### src/s5rp_pkg.sv
// Package for the SOCKS5 request parser: payload structs, byte and status
// codes, one-hot parse phases and address type constants. No dependencies.
package s5rp_pkg;

	typedef enum logic [2:0] {
		KIND_VERSION  = 3'd0,
		KIND_COMMAND  = 3'd1,
		KIND_RESERVED = 3'd2,
		KIND_ATYPE    = 3'd3,
		KIND_NAMELEN  = 3'd4,
		KIND_ADDR     = 3'd5,
		KIND_PORT     = 3'd6,
		KIND_IGNORED  = 3'd7
	} byte_kind_t;

	typedef enum logic [1:0] {
		ADDR_IPV4 = 2'd0,
		ADDR_NAME = 2'd1,
		ADDR_IPV6 = 2'd2
	} addr_kind_t;

	typedef enum logic [1:0] {
		ST_BUSY     = 2'd0,
		ST_COMPLETE = 2'd1,
		ST_REJECTED = 2'd2,
		ST_BADTYPE  = 2'd3
	} parse_status_t;

	typedef enum logic [7:0] {
		PH_VERSION  = 8'b0000_0001,
		PH_COMMAND  = 8'b0000_0010,
		PH_RESERVED = 8'b0000_0100,
		PH_ATYPE    = 8'b0000_1000,
		PH_NAMELEN  = 8'b0001_0000,
		PH_ADDRESS  = 8'b0010_0000,
		PH_PORT     = 8'b0100_0000,
		PH_DONE     = 8'b1000_0000
	} phase_t;

	// Address type byte values on the wire
	localparam logic [7:0] ATYP_IPV4 = 8'd1;
	localparam logic [7:0] ATYP_NAME = 8'd3;
	localparam logic [7:0] ATYP_IPV6 = 8'd4;

	localparam logic [7:0] IPV4_BYTES = 8'd4;
	localparam logic [7:0] IPV6_BYTES = 8'd16;

	localparam logic [7:0] ACCEPTED_COMMAND_RESET = 8'd1;

	typedef struct packed {
		logic [7:0] data_byte;
		logic       chunk_last;
		logic       new_request;
	} req_t;

	typedef struct packed {
		byte_kind_t    byte_kind;
		logic [7:0]    byte_value;
		logic [7:0]    byte_index;
		addr_kind_t    address_kind;
		parse_status_t parse_status;
		logic          chunk_reply;
	} res_t;

endpackage

### src/socks5_request_parser.sv
// SOCKS5 request parser top level: one byte in, one labeled result out.
// Depends on s5rp_pkg for payload structs, codes and phases.
//
// Usage:
// - Request channel (req_valid, req_stall, req) carries one byte of the
//   SOCKS5 request stream per request, with chunk_last and new_request flags.
// - Result channel (res_valid, res_stall, res) returns one result per
//   request: byte kind, byte value, index within address or port, address
//   kind and parse status after that byte; chunk_reply copies chunk_last.
// - Config channel (cfg_valid, cfg_ready, cfg_data) writes accepted_command;
//   write only while no request is in flight. cfg_ready is always high.
// - Path: a request is loaded into the input register, parsed from there into
//   the result register, and taken from the result register while res_stall is low.
// - Throughput: one request per cycle while no result is held by res_stall;
//   the parse state (phase, counters, status) updates in short combinational
//   logic between the input register and the result register.
// - Stall: when res_stall holds a result, the input register holds too and
//   req_stall rises only once that register is full; nothing is dropped.
// - Reset: both registers empty, phase expects the version byte, status in
//   progress, accepted_command back to 1.
module socks5_request_parser (
	input  logic           clk,
	input  logic           arst_n,
	input  logic           req_valid,
	output logic           req_stall,
	input  s5rp_pkg::req_t req,
	output logic           res_valid,
	input  logic           res_stall,
	output s5rp_pkg::res_t res,
	input  logic           cfg_valid,
	output logic           cfg_ready,
	input  logic [7:0]     cfg_data
);
	import s5rp_pkg::*;

	// Input stage
	req_t req_s1;
	logic req_valid_s1;

	// Parse state
	phase_t        phase_q;
	logic [7:0]    count_q;
	logic [7:0]    name_len_q;
	addr_kind_t    addr_kind_q;
	parse_status_t status_q;
	logic [7:0]    accepted_command_q;

	// Result register
	res_t res_q;
	logic res_valid_q;

	logic advance;
	logic req_accept;

	// Current state after an optional clear, and next state
	phase_t        cur_phase,  nxt_phase;
	logic [7:0]    cur_count,  nxt_count;
	logic [7:0]    cur_name_len, nxt_name_len;
	addr_kind_t    cur_addr_kind, nxt_addr_kind;
	parse_status_t cur_status, nxt_status;
	byte_kind_t    kind;
	logic [7:0]    index;
	logic [7:0]    addr_size;
	logic [7:0]    count_inc;
	logic [7:0]    b;

	// Parse the held request whenever the result slot is free or draining
	assign advance    = req_valid_s1 && (!res_valid_q || !res_stall);
	assign req_stall  = req_valid_s1 && !advance;
	assign req_accept = req_valid && !req_stall;
	assign cfg_ready  = 1'b1;

	assign res_valid = res_valid_q;
	assign res       = res_q;

	assign b = req_s1.data_byte;

	always_comb begin
		// Drop the old parse when this byte opens a new request
		if (req_s1.new_request) begin
			cur_phase     = PH_VERSION;
			cur_count     = 8'd0;
			cur_name_len  = 8'd0;
			cur_addr_kind = ADDR_IPV4;
			cur_status    = ST_BUSY;
		end else begin
			cur_phase     = phase_q;
			cur_count     = count_q;
			cur_name_len  = name_len_q;
			cur_addr_kind = addr_kind_q;
			cur_status    = status_q;
		end

		case (cur_addr_kind)
			ADDR_IPV4: addr_size = IPV4_BYTES;
			ADDR_IPV6: addr_size = IPV6_BYTES;
			default:   addr_size = cur_name_len;
		endcase
		count_inc = cur_count + 8'd1;

		nxt_phase     = cur_phase;
		nxt_count     = cur_count;
		nxt_name_len  = cur_name_len;
		nxt_addr_kind = cur_addr_kind;
		nxt_status    = cur_status;
		kind          = KIND_IGNORED;
		index         = 8'd0;

		if (cur_status == ST_BUSY) begin
			case (cur_phase)
				PH_VERSION: begin
					kind      = KIND_VERSION;
					nxt_phase = PH_COMMAND;
				end
				PH_COMMAND: begin
					kind = KIND_COMMAND;
					if (b != accepted_command_q) begin
						nxt_status = ST_REJECTED;
						nxt_phase  = PH_DONE;
					end else begin
						nxt_phase = PH_RESERVED;
					end
				end
				PH_RESERVED: begin
					kind      = KIND_RESERVED;
					nxt_phase = PH_ATYPE;
				end
				PH_ATYPE: begin
					kind      = KIND_ATYPE;
					nxt_count = 8'd0;
					case (b)
						ATYP_IPV4: begin
							nxt_addr_kind = ADDR_IPV4;
							nxt_phase     = PH_ADDRESS;
						end
						ATYP_NAME: begin
							nxt_addr_kind = ADDR_NAME;
							nxt_phase     = PH_NAMELEN;
						end
						ATYP_IPV6: begin
							nxt_addr_kind = ADDR_IPV6;
							nxt_phase     = PH_ADDRESS;
						end
						default: begin
							nxt_status = ST_BADTYPE;
							nxt_phase  = PH_DONE;
						end
					endcase
				end
				PH_NAMELEN: begin
					kind         = KIND_NAMELEN;
					nxt_name_len = b;
					nxt_count    = 8'd0;
					// An empty name goes straight to the port
					nxt_phase    = (b == 8'd0) ? PH_PORT : PH_ADDRESS;
				end
				PH_ADDRESS: begin
					kind  = KIND_ADDR;
					index = cur_count;
					if (count_inc == addr_size) begin
						nxt_count = 8'd0;
						nxt_phase = PH_PORT;
					end else begin
						nxt_count = count_inc;
					end
				end
				PH_PORT: begin
					kind  = KIND_PORT;
					index = cur_count;
					if (cur_count != 8'd0) begin
						nxt_count  = 8'd0;
						nxt_status = ST_COMPLETE;
						nxt_phase  = PH_DONE;
					end else begin
						nxt_count = 8'd1;
					end
				end
				default: begin
					// Done or unreachable phase: ignore the byte, hold state
					kind = KIND_IGNORED;
				end
			endcase
		end
	end

	// Input register: load on accept, empty once parsed with nothing behind
	always_ff @(posedge clk or negedge arst_n) begin
		if (!arst_n) begin
			req_valid_s1 <= 1'b0;
		end else if (!req_stall) begin
			req_valid_s1 <= req_valid;
		end
	end

	always_ff @(posedge clk) begin
		if (req_accept) begin
			req_s1 <= req;
		end
	end

	// Parse state and configuration
	always_ff @(posedge clk or negedge arst_n) begin
		if (!arst_n) begin
			phase_q            <= PH_VERSION;
			count_q            <= 8'd0;
			name_len_q         <= 8'd0;
			addr_kind_q        <= ADDR_IPV4;
			status_q           <= ST_BUSY;
			accepted_command_q <= ACCEPTED_COMMAND_RESET;
		end else begin
			if (advance) begin
				phase_q     <= nxt_phase;
				count_q     <= nxt_count;
				name_len_q  <= nxt_name_len;
				addr_kind_q <= nxt_addr_kind;
				status_q    <= nxt_status;
			end
			if (cfg_valid && cfg_ready) begin
				accepted_command_q <= cfg_data;
			end
		end
	end

	// Result register
	always_ff @(posedge clk or negedge arst_n) begin
		if (!arst_n) begin
			res_valid_q <= 1'b0;
		end else if (advance) begin
			res_valid_q <= 1'b1;
		end else if (!res_stall) begin
			res_valid_q <= 1'b0;
		end
	end

	always_ff @(posedge clk) begin
		if (advance) begin
			res_q.byte_kind    <= kind;
			res_q.byte_value   <= b;
			res_q.byte_index   <= index;
			res_q.address_kind <= nxt_addr_kind;
			res_q.parse_status <= nxt_status;
			res_q.chunk_reply  <= req_s1.chunk_last;
		end
	end

endmodule
### config.mk
export PLATFORM = sky130hd
export DESIGN_NAME = socks5_request_parser
export DESIGN_NICKNAME = d
export VERILOG_FILES = /design/src/s5rp_pkg.sv /design/src/socks5_request_parser.sv
export SDC_FILE = /design/constraint.sdc
export NUM_CORES = 1
export LEC_CHECK = 0
export BUFFER_PORTS_ARGS = -buffer_cell sky130_fd_sc_hd__buf_2
export CAP_MARGIN = 20
export CORE_AREA = 2 2 84 86
export DETAILED_ROUTE_END_ITERATION = 16
export DIE_AREA = 0 0 86 88
export MAX_ROUTING_LAYER = met4
export PLACE_DENSITY = 0.76
export SYNTH_ARGS = -nofsm -noshare
export SYNTH_HDL_FRONTEND = slang
export SYNTH_SLANG_ARGS = --single-unit
### constraint.sdc
create_clock -name clk -period 5.54 [get_ports clk]
set_input_delay 1.662 -clock clk [delete_from_list [all_inputs] [get_ports clk]]
set_output_delay 1.662 -clock clk [all_outputs]
set_load 0.02 [all_outputs]
# After elaboration in Yosys (flattened, before gate mapping)
# Index checks and enable logic that the tools add are counted.
# op_classes
n_addsub,1
multipliers,0
n_div,0
magnitude_cmp,0
eq_ne,14
n_shift,0
muxes,30
bitwise_logic,0
n_reduce_logical,17
# ops
operator,count
8-bit two-way mux,11
8-bit one-hot mux with 7 select lines,1
8-bit one-hot mux with 2 select lines,2
8-bit one-hot mux with 3 select lines,1
3-bit one-hot mux with 7 select lines,1
"8-bit by 1-bit == test with 1-bit output, second input constant",2
"8-bit by 2-bit == test with 1-bit output, second input constant",2
"8-bit by 3-bit == test with 1-bit output, second input constant",2
2-bit two-way mux,8
2-bit one-hot mux with 3 select lines,2
"8-bit by 1-bit adder with 8-bit output, second input constant",1
"8-bit by 4-bit == test with 1-bit output, second input constant",1
"8-bit by 5-bit == test with 1-bit output, second input constant",1
"8-bit by 6-bit == test with 1-bit output, second input constant",1
"8-bit by 7-bit == test with 1-bit output, second input constant",1
8-bit == test,1
8-bit zero test,1
8-bit != test,1
8-bit nonzero test,1
7-bit two-way mux,1
2-bit OR reduction,3
1-bit zero test,4
2-bit zero test,2
1-bit logical AND,3
6 further kinds,8
# word_totals
reg_bits,72
latchBits,0
ram_bits,0
rom_bits,0
input_bits,23
elab_cells,79
memories,0

# Longest topological paths before layout
# logic_depth
depth_word,7
depth_mapped,12

# Worst setup path after synthesis
# Ideal clock, no wire load.
# synth_path
path_kind,input-to-output
start,input res_stall
end,output req_stall
arrival_ps,1911
required_ps,3878
setup_slack_ps,1967
path_stages,2
n_path_buf,0
cell_sequence,nand3_1 > inv_1
# synth_via
elab_chain_cells,5
# synth_lines
item,line_no,rtl
start: declaration,socks5_request_parser.sv:28,"input logic res_stall,"
1-bit zero test,--,
1-bit logical OR,socks5_request_parser.sv:68,assign advance = req_valid_s1 && (!res_valid_q || !res_stall);
1-bit logical AND,socks5_request_parser.sv:68,
1-bit zero test,socks5_request_parser.sv:69,assign req_stall = req_valid_s1 && !advance;
1-bit logical AND,socks5_request_parser.sv:69,
end: declaration,socks5_request_parser.sv:25,"output logic req_stall,"
# No other way between the ends.

# Worst setup path after layout
# Ends and elaborated chain as after synthesis.

==> impl_metrics.py <==
metrics = {
    "yosys": {
        "synth_top_area_share_pct": 28.5,
        "synth_edf_count": 34,
        "syn-num-nets": 338,
        "synth_warnings": 0,
        "synth.area.top_cells": "edfxtp_1 (29%), dfrtp_1 (25%), xnor2_1 (3.2%)",
        "synth_cell_type_count": 64,
        "syn_inst": 313,
        "yosysSeqAreaShare_pct": 55.1,
        "avgSynthCellArea_um2": 11.4,
        "synth-async-reset-ratio_pct": 52.8,
        "synth_seq_cells": 72,
        "syn_area_mm2": 0.00358,
        "synth_flop_cell": "dfrtp_1",
        "synth_area_leader_cell": "edfxtp_1",
    },
    "power": {
        "leakage_nw": 1.69,
        "vdd_ir_drop_max_mv": 0.195,
        "p_per_area_mw_per_mm2": 321,
        "power.total_mw": 1.31,
    },
    "timing": {
        "fin_ws_ps": 1810,
        "slew_viol_final": 0,
        "worst_slew_pin_slew_ps": 1010,
        "max_slew_margin_pct": 32.1,
        "finalHoldViolCount": 0,
        "setup_violations": 0,
        "setup_tns_ps": 0,
        "rsz0062_at_grt": "no",
        "fin_skew_ps": 13.4,
        "post-route-period-util_pct": 67.3,
        "max_freq_ghz": 0.268,
        "min_period_ps": 3730,
    },
    "route": {
        "viasPerCell": 5.71,
        "ant_nets": 0,
        "routed_wl_um": 7040,
        "first_pass_iters": 4,
        "first_iter_violations": 127,
        "vias": 2540,
        "drc": 0,
        "wire_per_inst_um": 15.8,
    },
    "global_route": {
        "globalRouteOverflowTotal": 0,
        "grtUsageTotal_pct": 21.1,
        "antenna_found_initial": 0,
        "grt_pass1_wl_um": 11600,
        "grt_pass1_vias": 2470,
        "grt_max_degree": 39,
    },
    "critical_path": {
        "crit_chain": "buf_2, nand3_1, inv_1, buf_2",
        "crit_path_max_fanout": 3,
        "slowest_delay_ps": 150,
        "path_class": "primary input to primary output",
        "start_kind": "primary input",
        "cp-end-kind": "primary output",
        "path_delay_family": "buffers and inverters",
        "cp_slowest_cell": "buf_2",
        "cp.required_ps": 3880,
        "crit_path_frequent_cell": "buf_2",
        "worstPathArrival_ps": 2070,
        "worstPathBufferInverterCount": 3,
    },
    "placed_design": {
        "io_buffers": 48,
        "post-place-ws_ps": 1810,
        "place_inst": 429,
        "dpl.hpwl_um": 5050,
        "gp_congestion": 0.906,
        "place_area_mm2": 0.00386,
    },
    "die": {
        "fp-row-count": 30,
        "core_mm2": 0.00664,
        "num_io_pins": 50,
        "die_area_mm2": 0.00757,
        "start_util_pct": 53.9,
        "die_x_um": 86,
        "die_y_um": 88,
    },
    "clock_network": {
        "holdBufCountCts": 0,
        "cts_max_level": 3,
        "ctsResizeCount": 0,
        "cts-root-buf": "clkbuf_8",
        "cts_tree": "yes",
        "clock_latency_ps": 360,
        "cts_buffers": 9,
        "cts.sinks": 72,
        "clock_path_buffers": 2,
        "cts_post_setup_buffers_inserted": 0,
        "clk_pin_slew_ps": 90,
    },
    "hold_path": {
        "holdCritPathClass": "flip-flop to flip-flop",
    },
    "flow_run": {
        "drv_cap": 0,
    },
    "final_layout": {
        "fin_nets": 385,
        "fill_cells": 535,
        "design_area_mm2": 0.00407,
        "instances_no_fill": 445,
        "drive_above_1_share_pct": 27.1,
        "diodes": 0,
        "area_growth_pct": 13.6,
    },
    "run_status": {
        "status": "complete, no violations",
    },
}
layer usage:
layer  vias up  global-route usage [%]  wire (um)
li1       1228                       -          -
met1      1216                    24.7       2950
met2        84                    33.5       3570
met3        12                    4.24        386
met5         -                       -          0
met4         0                    12.7        138
layout by cell type (no fill, tap or decap), types with 10 or more instances in the layout:
| cell type | synthesis | layout |
|---|---|---|
| mux2_2 | 10 | 10 |
| nor2_1 | 23 | 23 |
| edfxtp_1 | 34 | 34 |
| o21ai_0 | 15 | 15 |
| xnor2_1 | 13 | 13 |
| nand2_1 | 26 | 26 |
| dfrtp_1 | 36 | 36 |
| a21oi_1 | 14 | 14 |
| inv_1 | 13 | 13 |
| buf_2 | 4 | 48 |
layout make-up:
class,count,area [um2],share of cell area (%)
Tap cell,80,100,2.46
Clock buffer,9,124,3.05
Clock inverter,7,83.8,2.06
Timing Repair Buffer,49,248,6.09
Multi-Input combinational cell,214,1490,36.5
Inverter,14,52.6,1.29
Sequential cell,72,1970,48.5
flip-flops by register name, summed over array words and instances (netlist names):
| signal | cells |
|---|---|
| res | 24 |
| accepted_command_q | 8 |
| b | 8 |
| count_q | 8 |
| name_len_q | 8 |
| phase_q | 8 |
| addr_kind_q | 2 |
| req_s1 | 2 |
| status_q | 2 |
| req_valid_s1 | 1 |
| res_valid | 1 |
cell usage after synthesis, types with 4 or more instances:
cell / n
mux2_2: 10
a21oi_1: 14
o31ai_1: 4
xnor2_1: 13
nand4_1: 4
o22ai_1: 5
nand2_1: 26
clkbuf_1: 6
buf_2: 4
xor2_1: 7
nand2b_1: 4
inv_1: 13
dfrtp_1: 36
o21ai_0: 15
o21ai_1: 5
a22o_1: 8
nor3_1: 4
nor2_1: 23
and2_1: 9
nand3_1: 9
nor2b_1: 6
edfxtp_1: 34
worst paths after layout:
path / start / end / slack [ps] / depth (start not counted)
hold / removal: req_s1[1]$_DFFE_PP_ / res[0]$_DFFE_PP_ / 470 / 0
setup / recovery: res_stall / req_stall / 1810 / 4
setup reg to reg: req_s1[0]$_DFFE_PP_ / phase_q[1]$_DFFE_PN0P_ / 2090 / 11
max in group asynchronous: arst_n / res_valid$_DFFE_PN0P_ / 3560 / 1
min in group asynchronous: arst_n / addr_kind_q[0]$_DFFE_PN0P_ / 1410 / 1
hold reg to reg: req_s1[1]$_DFFE_PP_ / res[0]$_DFFE_PP_ / 470 / 0
kinds of logic (layout without fill, tap and decap cells):
group	Yosys count	count (layout)	share of synthesized area (%)
AOI/OAI and AO/OA	68	68	14.0
xor gates and xnor gates	21	21	5.35
adders and majority gates	2	2	0.699
buffers and inverters	27	79	3.39
DFF	72	72	55.1
muxes	12	12	3.70
other	1	1	0.105
and+or+nand+nor	110	110	17.6
power breakdown:
| part | switching (mW) | leakage [nW] | internal [mW] |
|---|---|---|---|
| clock | 0.221 | 0.103 | 0.217 |
| sequential | 0.0363 | 0.830 | 0.618 |
| combinational | 0.132 | 0.753 | 0.0827 |
| total | 0.389 | 1.69 | 0.918 |
metrics by stage:
stage          hold WS (ps)  utilization [%]
2_1_floorplan           400                -
3_3_place_gp            401             58.1
3_5_place_dp            435             58.1
4_1_cts                 480             61.2
5_1_grt                 491             61.2
6_report                470             61.2
Note: power is estimated with default switching activity, not from simulation.
